File: src/ipdt_pkg.sv
`timescale 1ns / 1ps
// shared types, constants and the frame builder for the ir pulse-distance transmitter
// no dependencies

package ipdt_pkg;

  localparam int FRAME_BITS = 16;
  localparam int CFG_W      = 14;
  localparam int IDX_W      = 3;
  localparam int FIELD_W    = 5;

  // register indexes on the configuration port
  localparam logic [IDX_W-1:0] REG_HDR_MARK   = 3'd0;
  localparam logic [IDX_W-1:0] REG_HDR_SPACE  = 3'd1;
  localparam logic [IDX_W-1:0] REG_BIT_MARK   = 3'd2;
  localparam logic [IDX_W-1:0] REG_ONE_SPACE  = 3'd3;
  localparam logic [IDX_W-1:0] REG_ZERO_SPACE = 3'd4;
  localparam logic [IDX_W-1:0] REG_GAP        = 3'd5;

  // register reset values in ticks
  localparam logic [CFG_W-1:0] RST_HDR_MARK   = 14'd9000;
  localparam logic [CFG_W-1:0] RST_HDR_SPACE  = 14'd4500;
  localparam logic [CFG_W-1:0] RST_BIT_MARK   = 14'd560;
  localparam logic [CFG_W-1:0] RST_ONE_SPACE  = 14'd1690;
  localparam logic [CFG_W-1:0] RST_ZERO_SPACE = 14'd560;
  localparam logic [CFG_W-1:0] RST_GAP        = 14'd9000;

  typedef enum logic [2:0] {
    PH_IDLE      = 3'd0,
    PH_HDR_MARK  = 3'd1,
    PH_HDR_SPACE = 3'd2,
    PH_BIT_MARK  = 3'd3,
    PH_BIT_SPACE = 3'd4,
    PH_STOP_MARK = 3'd5,
    PH_GAP       = 3'd6
  } phase_t;

  typedef struct packed {
    logic [CFG_W-1:0] header_mark_ticks;
    logic [CFG_W-1:0] header_space_ticks;
    logic [CFG_W-1:0] bit_mark_ticks;
    logic [CFG_W-1:0] one_space_ticks;
    logic [CFG_W-1:0] zero_space_ticks;
    logic [CFG_W-1:0] trailer_gap_ticks;
  } cfg_t;

  typedef struct packed {
    logic               send_request;
    logic [FIELD_W-1:0] player_number;
    logic [FIELD_W-1:0] weapon_value;
  } item_t;

  typedef struct packed {
    logic led_mark;
    logic busy_res;
    logic accepted;
    logic frame_done;
  } result_t;

  // start bit, player, weapon, then their xor as a check field
  function automatic logic [FRAME_BITS-1:0] build_frame(
    input logic [FIELD_W-1:0] player,
    input logic [FIELD_W-1:0] weapon
  );
    build_frame = {player ^ weapon, weapon, player, 1'b1};
  endfunction

endpackage

File: src/ipdt_cfg_regs.sv
`timescale 1ns / 1ps
// timing register file for the ir pulse-distance transmitter
// depends on ipdt_pkg

module ipdt_cfg_regs import ipdt_pkg::*; (
  input  logic             clk,
  input  logic             rst,
  input  logic             wr_en,
  input  logic [IDX_W-1:0] wr_index,
  input  logic [CFG_W-1:0] wr_data,
  output cfg_t             cfg
);

  // one register per index, unknown indexes are dropped
  always_ff @(posedge clk) begin
    if (rst) begin
      cfg.header_mark_ticks  <= RST_HDR_MARK;
      cfg.header_space_ticks <= RST_HDR_SPACE;
      cfg.bit_mark_ticks     <= RST_BIT_MARK;
      cfg.one_space_ticks    <= RST_ONE_SPACE;
      cfg.zero_space_ticks   <= RST_ZERO_SPACE;
      cfg.trailer_gap_ticks  <= RST_GAP;
    end else if (wr_en) begin
      case (wr_index)
        REG_HDR_MARK:   cfg.header_mark_ticks  <= wr_data;
        REG_HDR_SPACE:  cfg.header_space_ticks <= wr_data;
        REG_BIT_MARK:   cfg.bit_mark_ticks     <= wr_data;
        REG_ONE_SPACE:  cfg.one_space_ticks    <= wr_data;
        REG_ZERO_SPACE: cfg.zero_space_ticks   <= wr_data;
        REG_GAP:        cfg.trailer_gap_ticks  <= wr_data;
        default: ;
      endcase
    end
  end

endmodule

File: src/ipdt_seq.sv
`timescale 1ns / 1ps
// envelope sequencer: phase, segment timer, bit counter and frame shifter
// depends on ipdt_pkg

module ipdt_seq import ipdt_pkg::*; #(
  parameter int TIMER_BITS = 14
) (
  input  logic    clk,
  input  logic    rst,
  input  logic    step,
  input  item_t   item,
  input  cfg_t    cfg,
  output result_t res
);

  localparam int LW = (TIMER_BITS < CFG_W) ? TIMER_BITS : CFG_W;
  localparam int BI_W = 5;

  phase_t                phase, phase_next;
  logic [TIMER_BITS-1:0] tick_counter, tick_counter_next;
  logic [BI_W-1:0]       bit_index, bit_index_next;
  logic [FRAME_BITS-1:0] frame_shift, frame_shift_next;

  logic                  is_idle, start, seg_end;
  phase_t                cur_phase;
  logic [TIMER_BITS-1:0] cur_count, len;
  logic [BI_W-1:0]       cur_bit, bit_inc;
  logic [FRAME_BITS-1:0] cur_shift;
  logic [CFG_W-1:0]      seg_raw;
  logic [TIMER_BITS:0]   count_inc;

  // segment length in the timer width, zero acts as one tick
  function automatic logic [TIMER_BITS-1:0] seg_len(input logic [CFG_W-1:0] r);
    logic [TIMER_BITS-1:0] v;
    v = TIMER_BITS'(r[LW-1:0]);
    seg_len = (v == '0) ? TIMER_BITS'(1) : v;
  endfunction

  // effective state for this beat, a request in idle starts the header at once
  always_comb begin
    is_idle   = !(phase inside {[PH_HDR_MARK:PH_GAP]});
    start     = is_idle && item.send_request;
    cur_phase = start ? PH_HDR_MARK : (is_idle ? PH_IDLE : phase);
    cur_shift = start ? build_frame(item.player_number, item.weapon_value) : frame_shift;
    cur_count = start ? '0 : tick_counter;
    cur_bit   = start ? '0 : bit_index;
  end

  // length of the running segment
  always_comb begin
    case (cur_phase)
      PH_HDR_MARK:  seg_raw = cfg.header_mark_ticks;
      PH_HDR_SPACE: seg_raw = cfg.header_space_ticks;
      PH_BIT_MARK:  seg_raw = cfg.bit_mark_ticks;
      PH_BIT_SPACE: seg_raw = cur_shift[0] ? cfg.one_space_ticks : cfg.zero_space_ticks;
      PH_STOP_MARK: seg_raw = cfg.bit_mark_ticks;
      default:      seg_raw = cfg.trailer_gap_ticks;
    endcase
    len       = seg_len(seg_raw);
    count_inc = {1'b0, cur_count} + (TIMER_BITS+1)'(1);
    seg_end   = count_inc >= {1'b0, len};
    bit_inc   = cur_bit + BI_W'(1);
  end

  // next state
  always_comb begin
    phase_next        = cur_phase;
    tick_counter_next = cur_count;
    bit_index_next    = cur_bit;
    frame_shift_next  = cur_shift;
    if (cur_phase != PH_IDLE) begin
      if (seg_end) begin
        tick_counter_next = '0;
        case (cur_phase)
          PH_HDR_MARK:  phase_next = PH_HDR_SPACE;
          PH_HDR_SPACE: phase_next = PH_BIT_MARK;
          PH_BIT_MARK:  phase_next = PH_BIT_SPACE;
          PH_BIT_SPACE: begin
            frame_shift_next = cur_shift >> 1;
            bit_index_next   = bit_inc;
            phase_next       = (32'(bit_inc) >= FRAME_BITS) ? PH_STOP_MARK : PH_BIT_MARK;
          end
          PH_STOP_MARK: phase_next = PH_GAP;
          default: begin
            phase_next     = PH_IDLE;
            bit_index_next = '0;
          end
        endcase
      end else begin
        tick_counter_next = count_inc[TIMER_BITS-1:0];
      end
    end
  end

  // outputs for this beat
  always_comb begin
    res.busy_res   = cur_phase != PH_IDLE;
    res.led_mark   = (cur_phase == PH_HDR_MARK) || (cur_phase == PH_BIT_MARK) ||
                     (cur_phase == PH_STOP_MARK);
    res.accepted   = start;
    res.frame_done = (cur_phase == PH_GAP) && seg_end;
  end

  // state advances once per processed beat
  always_ff @(posedge clk) begin
    if (rst) begin
      phase        <= PH_IDLE;
      tick_counter <= '0;
      bit_index    <= '0;
      frame_shift  <= '0;
    end else if (step) begin
      phase        <= phase_next;
      tick_counter <= tick_counter_next;
      bit_index    <= bit_index_next;
      frame_shift  <= frame_shift_next;
    end
  end

endmodule

File: src/ir_pulse_distance_transmitter_top.sv
`timescale 1ns / 1ps
// Top level of the ir pulse-distance transmitter.
// Each input beat is one time tick: send_request, player_number, weapon_value.
// Each tick yields one output beat: led_mark, busy_res, accepted, frame_done.
// A request in idle builds a 16-bit frame and sends it lsb first as header
// mark, header space, per bit a mark and a short or long space, a stop mark
// and a trailing low gap; requests made while busy are refused.
// Channels use valid/stall; a beat moves when valid is high and stall low.
// Timing registers are written through cfg_valid/cfg_ready (always ready),
// cfg_index selecting the register and cfg_data giving its tick count.
// A taken input beat waits in the input register, and its result is
// registered in the output register. Throughput: one tick per cycle, no
// gap while out_stall is low; input and output register hold a beat each.
// A stall on the output holds the result and, once the input register is
// full too, raises in_stall; no beat is lost or repeated.
// Reset empties both registers, returns the sequencer to idle and reloads
// the default timings.
// depends on ipdt_pkg, ipdt_cfg_regs, ipdt_seq

module ir_pulse_distance_transmitter_top import ipdt_pkg::*; #(
  parameter int TIMER_BITS = 14
) (
  input  logic               clk,
  input  logic               rst,
  input  logic               in_valid,
  output logic               in_stall,
  input  logic               send_request,
  input  logic [FIELD_W-1:0] player_number,
  input  logic [FIELD_W-1:0] weapon_value,
  output logic               out_valid,
  input  logic               out_stall,
  output logic               led_mark,
  output logic               busy_res,
  output logic               accepted,
  output logic               frame_done,
  input  logic               cfg_valid,
  output logic               cfg_ready,
  input  logic [IDX_W-1:0]   cfg_index,
  input  logic [CFG_W-1:0]   cfg_data
);

  cfg_t    cfg;
  item_t   in_q;
  logic    in_q_valid;
  result_t res, out_q;
  logic    move, in_take;

  assign cfg_ready = 1'b1;

  ipdt_cfg_regs u_cfg (
    .clk      (clk),
    .rst      (rst),
    .wr_en    (cfg_valid && cfg_ready),
    .wr_index (cfg_index),
    .wr_data  (cfg_data),
    .cfg      (cfg)
  );

  // handshake between input register, sequencer and output register
  assign move     = in_q_valid && (!out_valid || !out_stall);
  assign in_stall = in_q_valid && !move;
  assign in_take  = in_valid && !in_stall;

  ipdt_seq #(.TIMER_BITS(TIMER_BITS)) u_seq (
    .clk  (clk),
    .rst  (rst),
    .step (move),
    .item (in_q),
    .cfg  (cfg),
    .res  (res)
  );

  // input register control
  always_ff @(posedge clk) begin
    if (rst) begin
      in_q_valid <= 1'b0;
    end else if (in_take) begin
      in_q_valid <= 1'b1;
    end else if (move) begin
      in_q_valid <= 1'b0;
    end
  end

  // input register payload
  always_ff @(posedge clk) begin
    if (in_take) begin
      in_q.send_request  <= send_request;
      in_q.player_number <= player_number;
      in_q.weapon_value  <= weapon_value;
    end
  end

  // output register control
  always_ff @(posedge clk) begin
    if (rst) begin
      out_valid <= 1'b0;
    end else if (move) begin
      out_valid <= 1'b1;
    end else if (!out_stall) begin
      out_valid <= 1'b0;
    end
  end

  // output register payload
  always_ff @(posedge clk) begin
    if (move) begin
      out_q <= res;
    end
  end

  assign led_mark   = out_q.led_mark;
  assign busy_res   = out_q.busy_res;
  assign accepted   = out_q.accepted;
  assign frame_done = out_q.frame_done;

endmodule

File: config.mk
export PLATFORM = sky130hd
export DESIGN_NAME = ir_pulse_distance_transmitter_top
export DESIGN_NICKNAME = d
export VERILOG_FILES = /design/src/ipdt_pkg.sv /design/src/ipdt_cfg_regs.sv /design/src/ipdt_seq.sv /design/src/ir_pulse_distance_transmitter_top.sv
export SDC_FILE = /design/constraint.sdc
export NUM_CORES = 1
export LEC_CHECK = 0
export BUFFER_PORTS_ARGS = -buffer_cell sky130_fd_sc_hd__clkbuf_2
export CORE_ASPECT_RATIO = 1.4
export CORE_MARGIN = 3
export CORE_UTILIZATION = 50
export CTS_CLUSTER_SIZE = 8
export DETAILED_ROUTE_END_ITERATION = 16
export PLACE_DENSITY_LB_ADDON = 0.3
export SYNTH_ARGS = -nofsm -noshare
export SYNTH_HDL_FRONTEND = slang
export SYNTH_HIERARCHICAL = 1
export SYNTH_SLANG_ARGS = --single-unit
File: constraint.sdc
create_clock -name clk -period 14.6 [get_ports clk]
set_input_delay 0 -clock clk [delete_from_list [all_inputs] [get_ports clk]]
set_output_delay 0 -clock clk [all_outputs]
set_load 0.01 [all_outputs]
==> qor.yml, run 1 <==
routing:
  drc: 0
  drtAntennaViolNets: 0
  dr.pass1.iters: 5
  routedWlPerCell_um: 17.8
  viasPerCell: 5.89
  finalWirelength_um: 17300
  dr_total_vias: 5747
  drtIter0Drc: 342
grt:
  grt_usage_pct: 23.0
  overflow: 0
  grt_pass1_vias: 5888
  antenna_found_initial: 0
  grt_max_degree: 91
  grt_pass1_wl_um: 28600
cells_and_area:
  instances_no_fill: 976
  drive_gt1_share_pct: 11.3
  nNetsFinal: 833
  n_fill_cell: 1163
  multi_input_area_mm2: 0.00381
  register_area_mm2: 0.00293
  mostFrequentLayoutCells: "dfxtp_1 (124), mux2i_1 (96), nand2b_1 (74), nor2_1 (69), nand2_1 (41)"
  synthToLayoutAreaGrowth_pct: 15.5
  layout_commonest_cell: "dfxtp_1"
  n_antenna_cell: 0
setup_path:
  cp-startpoint: "u_seq/phase[1]$_SDFFE_PP0P_"
  startpoint_type: "flop"
  path_class: "reg -> reg"
  worstPathMaxFanout: 24
  end_kind: "flop"
  cp.arrival_ns: 6.03
  critical_path_required_ns: 14.92
  reg2reg_from: "u_seq/phase[1]$_SDFFE_PP0P_"
clock_network:
  clock-root-buffer: "clkbuf_16"
  clock_path_buffers: 2
  htree_levels: 4
  cts.sinks: 139
  insertion_delay_ns: 0.43
  cts_buffers: 17
  post_cts_buffers: 0
  clk_pin_slew_ns: 0.06
  cts_tree: "built"
synth:
  yosysTopAreaCell: "dfxtp_1"
  synth_top_area_share_pct: 35.3
  synth.avg_cell_area_um2: 9.39
  yosys_most_used_dff: "dfxtp_1"
  ys_warn_count: 6
  ys_ff_latch: 139
  syn_area_mm2: 0.00703
  synth.distinct_cells: 66
  synth_fp_nets: 799
  synth.area.top_cells: "dfxtp_1 (35%), mux2i_1 (14%), nand2b_1 (6.6%)"
  synth-edff-count: 15
  synth_cells: 748
  ys_async_sr_fraction_pct: 0
  synth-seq-area-share_pct: 41.7
die:
  row_count: 50
  die_h_um: 146
  start_util_pct: 51.8
  boundaryPins: 40
  die_width_um: 106
  core_area_mm2: 0.0136
  die_area_mm2: 0.0155
pwr:
  p_per_area_mw_per_mm2: 110
  cellLeakagePower_nw: 3.41
  vdd_drop_max_mv: 0.0841
  power.total_w: 0.000894
timing:
  min_period_over_period_pct: 39.1
  setup_viol: 0
  rsz0062_at_grt: "no"
  final_hold_viol_count: 0
  tns_ns: 0
  slew_viol_final: 0
  max_freq_mhz: 175
  slew_headroom_pct: 19.5
  period_needed_ns: 5.71
  clock_skew_ns: 0.0114
  worst_slew_pin_slew_ns: 1.20
hold_path:
  hold_start: "cfg_index[0]"
  hold_class: "in -> reg"
placement:
  io_buffers: 38
  place_inst: 916
  globalplace.congestion: 0.930
  post-dp-hpwl_um: 12000
flow_run:
  max_cap_viol_count: 0
status:
  status: "complete, no violations"
==> power breakdown <==
group          switching (W)  internal (W)  leakage [nW]   total, W
Sequential        0.00000656      0.000397          1.15   0.000403
Clock               0.000170      0.000243         0.281   0.000413
Combinational      0.0000449     0.0000334          1.98  0.0000783
==> sequential cells by signal, summed over array words and instances, names as in the netlist <==
name                flops
out_valid               1
busy_res                1
in_q_valid              1
accepted                1
u_seq/bit_index         5
frame_done              1
in_q                   11
u_seq/phase             3
u_seq/frame_shift      16
u_seq/tick_counter     14
led_mark                1
u_cfg/cfg              84
==> stage by stage <==
step                utilization, %  instance area, um^2  hold slack, ns  setup WS, ns
finish                        59.8                 8110          0.0591          8.89
global route                  59.8                 8110          0.0650          8.45
CTS                           59.8                 8110          0.0390          8.98
detailed placement            53.4                 7250           0.179          9.00
global placement              53.4                 7250           0.177          9.23
floorplan                        -                 7030          0.0624          9.86
==> routing by layer <==
layer | global-route usage, % | part of all wire (%) | wire length (um) | up-vias
met5 | 0 | 0 | 0 | -
met4 | 10.6 | 3.5 | 612 | 0
met3 | 5.00 | 5.1 | 881 | 44
met2 | 41.2 | 52 | 9030 | 178
met1 | 25.6 | 39 | 6800 | 2771
li1 | - | - | - | 2754
==> timing repair <==
| action | 4_1_cts | 5_1_grt |
|---|---|---|
| resized for setup | 0 | 0 |
| hold buffers | 29 | 0 |
| endpoints found under the hold margin | 98 | 0 |
==> final timing paths <==
kind	to	slack, ns	cells past startpoint
setup reg to reg	u_seq/bit_index[2]$_SDFFE_PP0P_	8.89	18
hold reg to reg	u_seq/frame_shift[15]$_SDFFE_PP0P_	0.46	2
setup / recovery	u_seq/bit_index[2]$_SDFFE_PP0P_	8.89	18
hold / removal	u_cfg/cfg[83]$_SDFFE_PP1P_	0.06	3
==> critical path, stage by stage (launching register included) <==
cell	delay, ns
dfxtp_1	0.49
inv_1	0.13
ha_1	0.29
nor3_1	0.32
and3_1	0.80
or2_0	0.35
or2_2	0.42
a31o_2	0.23
and4_1	0.21
nand4_1	0.08
o31ai_1	0.22
ha_1	0.19
o22ai_1	0.06
o211a_1	0.22
o211ai_1	0.23
and4_4	0.39
nand2b_1	0.49
nor2_1	0.18
a32o_1	0.29
==> Yosys cell counts (2+ instances only) <==
master,number
dfxtp_1,124
mux2i_1,96
nand2b_1,74
nor2_1,69
nand2_1,41
clkbuf_1,39
nand3_1,29
a21oi_1,21
o21ai_0,21
ha_1,18
nor3_1,18
edfxtp_1,15
a222oi_1,14
and3_1,13
a221o_1,12
a22o_1,10
inv_1,10
xnor2_1,10
a31oi_1,9
buf_2,9
and2_1,8
o211ai_1,7
xor2_1,6
a21o_1,5
a311oi_1,4
a31o_2,4
buf_1,4
buf_4,4
buf_6,3
nand4_1,3
nand4b_1,3
nand4bb_1,3
or3_1,3
a21boi_0,2
and4_1,2
nor4_1,2
nor4bb_1,2
o31ai_1,2
or2_2,2
==> final cells by class <==
type | instances | share of cell area (%)
multi-input combinational | 540 | 46.9
sequential | 139 | 36.2
timing repair buffer | 74 | 6.60
clock buffer | 22 | 6.11
tap | 182 | 2.81
clock inverter | 9 | 0.941
inverter | 10 | 0.463
==> cells by family after synthesis <==
logic type | count (synthesis) | share of synthesized area [%]
simple gates | 284 | 21.8
other cells | 1 | 0.0534
fa+ha+maj | 18 | 3.21
flops | 139 | 41.7
mux | 96 | 13.7
compound gates | 125 | 13.1
xor+xnor | 16 | 1.99
buf+inv | 69 | 4.38
No activity file was read; power rests on OpenSTA's default activity.
==> run 2: changes to the inputs <==
==> constraint.sdc (replaced) <==
create_clock -name clk -period 5.3 [get_ports clk]
set_input_delay 0 -clock clk [delete_from_list [all_inputs] [get_ports clk]]
set_output_delay 0 -clock clk [all_outputs]
set_load 0.01 [all_outputs]
==> run 2 against run 1 <==
Effect of this change:
- cell count rose by 0.82%
- total power rose to 2.9 times the previous value
- critical endpoint is now u_seq/frame_shift[4]$_SDFFE_PP0P_
- largest cell class unchanged
- critical path depth rose by 1
- highest routed layer unchanged
- fmax rose by 16%
- design area rose by 1.3%
- sequential cell count did not move
- combinational power rose to 2.9 times the previous value
- first-iteration DRC count rose by 7.3%
- wire length rose by 3.2%
- via count rose by 0.66%
- sequential share of layout area fell by 0.46 points
==> qor.yml, run 2 (synthesis results as in run 1) <==
die:
  die_width_um: 106  # unchanged
  core_area_mm2: 0.0136  # unchanged
  row_count: 50  # unchanged
  die_area_mm2: 0.0155  # unchanged
  boundaryPins: 40  # unchanged
  start_util_pct: 51.8  # unchanged
  die_h_um: 146  # unchanged
routing:
  routedWlPerCell_um: 18.2  # +2.4%
  dr_total_vias: 5785  # +0.66%
  drtAntennaViolNets: 0  # unchanged
  drtIter0Drc: 367  # +7.3%
  drc: 0  # unchanged
  viasPerCell: 5.88  # -0.16%
  finalWirelength_um: 17900  # +3.2%
  dr.pass1.iters: 6  # +1
setup_path:
  path_class: "reg -> reg"
  reg2reg_from: "u_seq/phase[2]$_SDFFE_PP0P_"
  path_cells: "ha_1 > or4b_4 > a21boi_0 > nand3_1 > buf_4 > a222oi_1 > a31o_2 > and4_1 > nand4_1 > o31ai_1 > ha_1 > o22ai_1 > o211a_1 > o211ai_1 > and4_4 > nand2b_1 > buf_4 > nor3_1 > a221o_1"
  worstPathMaxFanout: 18  # -25%
  worstRegToRegCells: 19  # +1
  r2r_slack_ns: 0.39  # -8.50 ns
  critical_path_required_ns: 5.61  # -9.31 ns
  startpoint_type: "flop"
  cpPeakStageDelay_ns: 0.52  # -0.28 ns
  critPathTopFamily: "compound AO/OA/AOI/OAI gates"
  slowest_stage: "dfxtp_1"
  end_kind: "flop"
  cp-endpoint: "u_seq/frame_shift[4]$_SDFFE_PP0P_"
  worstSetupPathDepth: 19  # +1
  path_buf_inv: 2  # +1
  cp-startpoint: "u_seq/phase[2]$_SDFFE_PP0P_"
  r2r-end: "u_seq/frame_shift[4]$_SDFFE_PP0P_"
  cp.arrival_ns: 5.21  # -0.82 ns
clock_network:
  cts.sinks: 139  # unchanged
  cts_buffers: 17  # unchanged
  cts_tree: "built"
  insertion_delay_ns: 0.43  # about the same
  htree_levels: 4  # unchanged
  clk_pin_slew_ns: 0.06  # about the same
  clock_path_buffers: 2  # unchanged
  clock-root-buffer: "clkbuf_16"
  post_cts_buffers: 0  # unchanged
cells_and_area:
  top_register: "u_cfg/cfg"
  postLayoutCellArea_mm2: 0.00822  # +1.3%
  n_antenna_cell: 0  # unchanged
  mostFrequentLayoutCells: "dfxtp_1 (124), mux2i_1 (96), nand2b_1 (74), nor2_1 (69), nand2_1 (41)"
  nNetsFinal: 840  # +0.84%
  multi_input_area_mm2: 0.00381  # about the same
  register_area_mm2: 0.00293  # unchanged
  synthToLayoutAreaGrowth_pct: 17.0
  layout_commonest_cell: "dfxtp_1"
  largest_registers: "u_cfg/cfg: 84 flops, u_seq/frame_shift: 16 flops, u_seq/tick_counter: 14 flops"
  n_fill_cell: 1184  # +1.8%
  drive_gt1_share_pct: 12.2  # +0.88 points
  instances_no_fill: 984  # +0.82%
  largest_reg_flops: 84  # unchanged
placement:
  place_inst: 923  # +0.76%
  post-dp-hpwl_um: 11900  # -0.87%
  place_ws_ns: 0.199  # -8.80 ns
  io_buffers: 38  # unchanged
  globalplace.congestion: 0.872  # -6.2%
  placed_area_mm2: 0.00730  # +0.72%
flow_run:
  max_cap_viol_count: 0  # unchanged
grt:
  grt_pass1_vias: 5865  # -0.39%
  antenna_found_initial: 0  # unchanged
  grt_usage_pct: 23.6  # +0.59 points
  overflow: 0  # unchanged
  grt_max_degree: 112  # +23%
  grt_pass1_wl_um: 29300  # +2.6%
pwr:
  p_per_area_mw_per_mm2: 316  # +190%
  cellLeakagePower_nw: 3.46  # +1.5%
  vdd_drop_max_mv: 0.211  # +150%
timing:
  clock_skew_ns: 0.0123  # +0.000943 ns
  rsz0062_at_grt: "no"
  worst_slew_pin_slew_ns: 1.17  # -0.0288 ns
  slew_headroom_pct: 21.5  # +1.9 points
  min_period_over_period_pct: 92.6  # +53 points
  fin_ws_ns: 0.394  # -8.50 ns
  setup_viol: 0  # unchanged
  tns_ns: 0  # unchanged
  max_freq_mhz: 204  # +16%
  slew_viol_final: 0  # unchanged
  period_needed_ns: 4.91  # -0.805 ns
  final_hold_viol_count: 0  # unchanged
status:
  status: "complete, no violations"
hold_path:
  hold_class: "in -> reg"
run 2: cell count changes in the layout (fill, tap and decap cells not counted), sizes merged:
cell	previous run	this run
buf	8	15
bufinv	0	4
clkbuf	59	55
clkinv	4	5
clkinvlp	1	3
inv	14	12
run 2: stage by stage:
step / hold WS [ns] / utilization [%] / total power, W
after detailed placement: 0.179 / 53.8 / 0.00134
after global placement: 0.181 / 53.8 / 0.00133
after floorplan: 0.0624 / - / 0.00127
final: 0.0449 / 60.5 / 0.00260
after CTS: 0.0235 / 60.5 / 0.00261
after global routing: 0.0828 / 60.5 / 0.00268
run 2: worst min-delay path by stage:
stage                                start                         end  cells past startpoint
after detailed placement  player_number[2]           in_q[7]$_DFFE_PP_                      1
after global placement     weapon_value[0]           in_q[0]$_DFFE_PP_                      1
after global routing          cfg_index[0]  u_cfg/cfg[70]$_SDFFE_PP0P_                      3
final                         cfg_index[0]  u_cfg/cfg[70]$_SDFFE_PP0P_                      3
after CTS                     cfg_index[0]  u_cfg/cfg[70]$_SDFFE_PP0P_                      3
after floorplan                        rst     in_q_valid$_SDFFE_PP0P_                      1
run 2: timing repair:
item | in CTS | in global routing
endpoints found under the setup margin | 0 | 20
resized for setup | 0 | 5
hold buffers | 29 | 0
endpoints found under the hold margin | 110 | 0
run 2: report_power, final:
| group | leakage (nW) | total, W | switching [W] | internal [W] |
|---|---|---|---|---|
| registers | 1.15 | 0.00111 | 0.0000178 | 0.00109 |
| logic | 2.01 | 0.000224 | 0.000130 | 0.0000944 |
| clock network | 0.297 | 0.00126 | 0.000475 | 0.000788 |
| total | 3.46 | 0.00260 | 0.000622 | 0.00197 |
run 2: final cells by class:
class                           count  share of cell area, %
Inverter                           10                  0.457
Timing Repair Buffer               81                   7.16
Multi-Input combinational cell    540                   46.4
Tap cell                          182                   2.77
Clock buffer                       18                   5.22
Clock inverter                     14                   2.35
Sequential cell                   139                   35.7
run 2: per-layer routing:
metal,share of wire [%],GRT usage (%),vias to the layer above
met4,2.6,10.2,0
li1,-,-,2780
met2,52,42.4,185
met5,0,0,-
met1,40,26.6,2790
met3,5.4,4.87,30
run 2: worst min-delay path, cell delays in order:
cell and delay (ns):
clkbuf_2 0.18, nor4b_1 0.12, mux2i_1 0.12
